File: src/rtl/core/htw_pkg.sv
// ============================================================================
// Hierarchical timer wheel package
// Shared sizes, codes and transaction types for the timer wheel.
// ============================================================================
package htw_pkg;

    localparam int ROOT_BITS   = 8;
    localparam int LEVEL_BITS  = 6;
    localparam int NUM_LEVELS  = 5;
    localparam int NUM_TIMERS  = 64;

    localparam int ROOT_SIZE   = 1 << ROOT_BITS;
    localparam int LEVEL_SIZE  = 1 << LEVEL_BITS;
    localparam int NUM_BUCKETS = ROOT_SIZE + (NUM_LEVELS - 1) * LEVEL_SIZE;
    localparam int BKT_W       = $clog2(NUM_BUCKETS);
    localparam int PTR_W       = $clog2(NUM_TIMERS + 1);
    localparam int ID_W        = 6;
    localparam int CNT_W       = 7;
    localparam int TICK_W      = 32;
    localparam int LVI_W       = (NUM_LEVELS > 2) ? $clog2(NUM_LEVELS - 1) : 1;

    // End-of-list marker for bucket heads, tails and links.
    localparam logic [PTR_W-1:0] NIL = PTR_W'(NUM_TIMERS);

    localparam logic CMD_ARM  = 1'b0;
    localparam logic CMD_TICK = 1'b1;

    localparam logic [1:0] KIND_ARMED    = 2'd0;
    localparam logic [1:0] KIND_REJECTED = 2'd1;
    localparam logic [1:0] KIND_EXPIRED  = 2'd2;
    localparam logic [1:0] KIND_NONE     = 2'd3;

    typedef struct packed {
        logic              command;
        logic [ID_W-1:0]   timer_id;
        logic [TICK_W-1:0] timeout;
    } in_t;

    typedef struct packed {
        logic [1:0]       kind;
        logic [ID_W-1:0]  timer_id_res;
        logic [CNT_W-1:0] active_count;
        logic [CNT_W-1:0] peak_count;
        logic             last;
    } out_t;

endpackage

File: src/rtl/core/htw_bucket_sel.sv
// ============================================================================
// Timer wheel bucket selector
// Maps an expiry tick to its bucket by its distance from the current tick.
// ============================================================================
module htw_bucket_sel (
    input  logic [htw_pkg::TICK_W-1:0] expiry,
    input  logic [htw_pkg::TICK_W-1:0] tick,
    output logic [htw_pkg::BKT_W-1:0]  bucket
);
    import htw_pkg::*;

    logic [TICK_W-1:0]     diff;
    logic [63:0]           d64;
    logic [63:0]           e64;
    logic [63:0]           sh;
    logic [LEVEL_BITS-1:0] idx;

    always_comb
    begin
        diff   = expiry - tick;
        d64    = {32'b0, diff};
        e64    = {32'b0, expiry};
        bucket = '0;
        sh     = '0;
        idx    = '0;
        if (diff[TICK_W-1])
        begin
            // A distance of half the tick range or more counts as past due.
            bucket = BKT_W'(tick[ROOT_BITS-1:0]);
        end
        else if ((d64 >> ROOT_BITS) == 64'd0)
        begin
            bucket = BKT_W'(expiry[ROOT_BITS-1:0]);
        end
        else
        begin
            bucket = BKT_W'(ROOT_SIZE + (NUM_LEVELS - 2) * LEVEL_SIZE);
            sh     = e64 >> (ROOT_BITS + (NUM_LEVELS - 2) * LEVEL_BITS);
            idx    = sh[LEVEL_BITS-1:0];
            for (int k = NUM_LEVELS - 2; k >= 1; k--)
            begin
                if ((d64 >> (ROOT_BITS + k * LEVEL_BITS)) == 64'd0)
                begin
                    bucket = BKT_W'(ROOT_SIZE + (k - 1) * LEVEL_SIZE);
                    sh     = e64 >> (ROOT_BITS + (k - 1) * LEVEL_BITS);
                    idx    = sh[LEVEL_BITS-1:0];
                end
            end
            bucket = bucket + BKT_W'(idx);
        end
    end

endmodule

File: config.mk
export PLATFORM = sky130hd
export DESIGN_NAME = htw_bucket_sel
export DESIGN_NICKNAME = d
export VERILOG_FILES = /design/src/rtl/core/htw_pkg.sv /design/src/rtl/core/htw_bucket_sel.sv
export SDC_FILE = /design/constraint.sdc
export NUM_CORES = 1
export LEC_CHECK = 0
export BUFFER_PORTS_ARGS = -buffer_cell sky130_fd_sc_hd__clkbuf_2
export CAP_MARGIN = 20
export CORE_MARGIN = 1.5
export CORE_UTILIZATION = 45
export DETAILED_ROUTE_END_ITERATION = 10
export PLACE_DENSITY = 0.77
export SYNTH_ARGS = -nofsm -noshare
export SYNTH_HDL_FRONTEND = slang
export SYNTH_SLANG_ARGS = --single-unit
File: constraint.sdc
create_clock -name vclk -period 6
set_input_delay 1.2 -clock vclk [all_inputs]
set_output_delay 1.2 -clock vclk [all_outputs]
set_load 0.05 [all_outputs]
==> run_results.csv <==
group,metric,value,unit
outcome,status,"complete, no violations",
route,viasPerCell,6.23,
cells_and_area,fin_nets,596,
place,place.gp.congestion,0.999,
timing,finalSetupTns,0,ns
cells_and_area,drive_gt1_share,27.4,%
cells_and_area,multi_input_area,0.00243,mm²
power,p_switching,0.000274,W
power,power_density,133,mW/mm²
cells_and_area,final_cells,572,
synth,synth_top_family_by_area,"compound AO/OA/AOI/OAI gates",
synth,synth_common_cells,"a21oi_1 (41), inv_1 (41), nand2_1 (41)",
cells_and_area,seq_cell_count,0,
synth,synth.top_cell.area_share,14.5,%
timing,finalCritPeriodShare,98.1,%
worst_hold_path,whs_path_depth,4,
route,drt-pass1-iter-count,5,
timing,setup_viol,0,
synth,synthCells,406,
floorplanning,rows,27,
worst_setup_path,critPathSlowestCell,"or4b_1",
worst_setup_path,critPathKind,"in -> out",
route,remaining_drc_errors,0,
synth,yosysSeqAreaShare,0,%
synth,synth.avg_cell_area,6.37,µm²
timing,fmax,0.170,GHz
place,dp_hpwl,8.09,mm
place,port_buffers,73,
timing,report.final.slew_viol_count,0,
cells_and_area,final-seq-area,0,µm²
worst_setup_path,timing.critical_path.mode_cell,"buf_4",
synth,muxShareOfSynthArea,0.774,%
route,ant_nets,0,
synth,synth_area_leaders,"ha_1 (15%), a21oi_1 (7.9%), inv_1 (6.0%)",
clock_network,postCtsSetupBuffers,0,
route,drtIter0Drc,276,
floorplanning,core,0.00554,mm²
synth,synth_compound_area_share,42.3,%
power,p_seq_share,0,%
worst_setup_path,cp-startpoint,"expiry[20]",
floorplanning,die-area,0.00621,mm²
route,wl_per_cell,16.7,µm
synth,synth.cell_area,0.00259,mm²
timing,tightest_slew,0.579,ns
clock_network,cts_resized,1,
floorplanning,initial_core_util,46.7,%
power,power_frac_comb,100.0,%
timing,hold_violations,0,
cells_and_area,nClkBuffers,0,
cells_and_area,insertedDiodeCount,0,
grt,antenna_found_initial,0,
worst_hold_path,holdCritStartpoint,"tick[3]",
worst_setup_path,critPathMaxFanout,16,
floorplanning,die_h,78.8,µm
worst_setup_path,slowest_delay,0.52,ns
synth,yosysTopAreaCell,"ha_1",
clock_network,postCtsHoldBufs,0,
synth,ys_warn_count,0,
grt,grt_max_degree,17,
power,power.leakage,1.63,nW
worst_setup_path,crit_chain,"clkbuf_2 -> ha_1 -> a21o_1 -> and3_1 -> or4b_1 -> a2111oi_2 -> nor2_1 -> xnor2_1 -> buf_4 -> nor3_2 -> a21boi_0 -> a311oi_2 -> buf_4 -> o31ai_4 -> clkbuf_4",
grt,grt.overflow.total,0,
power,swShare,60.8,%
power,vdd_drop_max,0.0881,mV
worst_setup_path,arrival,4.69,ns
floorplanning,pin_count,73,
worst_setup_path,start_kind,"input pin",
synth,syn-num-nets,500,
power,power,0.000450,W
power,intPower,0.000176,W
place,placed_area,0.00331,mm²
cells_and_area,fill_cells,540,
synth,synthAdderAreaFrac,14.5,%
cells_and_area,areaGrowthSynthToFinish,30.6,%
synth,ys_types,60,
grt,grt_pass1_vias,3183,
grt,grt_first_pass_wirelength,15.3,mm
synth,synthXorXnorAreaFrac,3.73,%
worst_setup_path,crit_required,4.80,ns
timing,fin_crit,5.89,ns
run,drv_cap,0,
grt,grt_usage,30.2,%
route,totalWireLength,9.55,mm
route,vias,3564,
worst_setup_path,end_kind,"output port",
power,clkPwrFrac,0,%
synth,synth-simple-area-share,29.5,%
place,placed_cells,572,
floorplanning,die_w,78.8,µm
timing,slew_headroom,60.4,%
worst_hold_path,min-delay-path-class,"in -> out",
cells_and_area,fin_area,0.00338,mm²
-- stage by stage --
step	setup slack (ns)	utilization, %	hold slack, ns
2_1_floorplan	-0.0821	-	2.61
6_report	0.115	61.0	2.76
5_1_grt	-0.000511	61.0	2.79
3_3_place_gp	-0.0324	59.7	2.83
3_5_place_dp	-0.0219	59.7	2.83
4_1_cts	0.00701	59.7	2.83
-- layout make-up --
| type | count | area share, % |
|---|---|---|
| Inverter | 41 | 4.56 |
| Multi-Input combinational cell | 345 | 72.0 |
| Tap cell | 72 | 2.67 |
| Timing Repair Buffer | 114 | 20.8 |
-- power by group through the flow --
stage / sequential (W) / clock, W / combinational [W]
3_3_place_gp: 0 / 0 / 0.000418
6_report: 0 / 0 / 0.000450
2_1_floorplan: 0 / 0 / 0.000290
5_1_grt: 0 / 0 / 0.000486
4_1_cts: 0 / 0 / 0.000425
3_5_place_dp: 0 / 0 / 0.000422
-- critical path: cells and delay by family --
family                   cells  cell delay (ns)
XOR/XNOR                     1             0.19
AO/OA/AOI/OAI                5             1.21
buffers and inverters        4             0.82
adder cells (fa/ha/maj)      1             0.32
AND/OR/NAND/NOR              4             0.93
-- metal layers --
metal	track usage, %	routed length [µm]	up-vias
met2	52.2	4380	193
met1	42.4	4110	1620
met3	0.690	812	22
met4	5.44	243	0
met5	0	0	-
li1	-	-	1729
-- kinds of logic (layout without fill, tap and decap cells) --
family	after synthesis	after routing
compound gates	159	159
buf+inv	61	155
mux	2	2
fa+ha+maj	30	30
xor+xnor	11	11
simple gates	143	143
-- cells in the final DEF (no fill, tap or decap), types with 3 or more instances in the layout --
cell / instances
xnor2_1: 7
xor2_1: 4
nand4_1: 8
and3_1: 8
nor2_1: 24
or4_1: 5
o221ai_2: 5
nand2b_1: 3
buf_4: 43
a211oi_1: 11
o21a_1: 6
a21oi_1: 40
a211o_1: 6
o21bai_1: 5
and2_0: 5
or3_1: 4
inv_1: 41
clkbuf_2: 66
o21ai_1: 4
a21boi_0: 4
o31ai_1: 13
nor4_1: 3
nor3b_1: 5
nor3_1: 10
nand2_1: 40
o211ai_1: 3
a21o_1: 11
ha_1: 29
buf_6: 3
a31oi_1: 10
o21ai_0: 17
nand3_1: 9
-- worst paths after layout --
check / end / slack (ns)
hold / removal: bucket[3] / 2.76
setup / recovery: bucket[5] / 0.11
(Power assumes the default switching activity.)
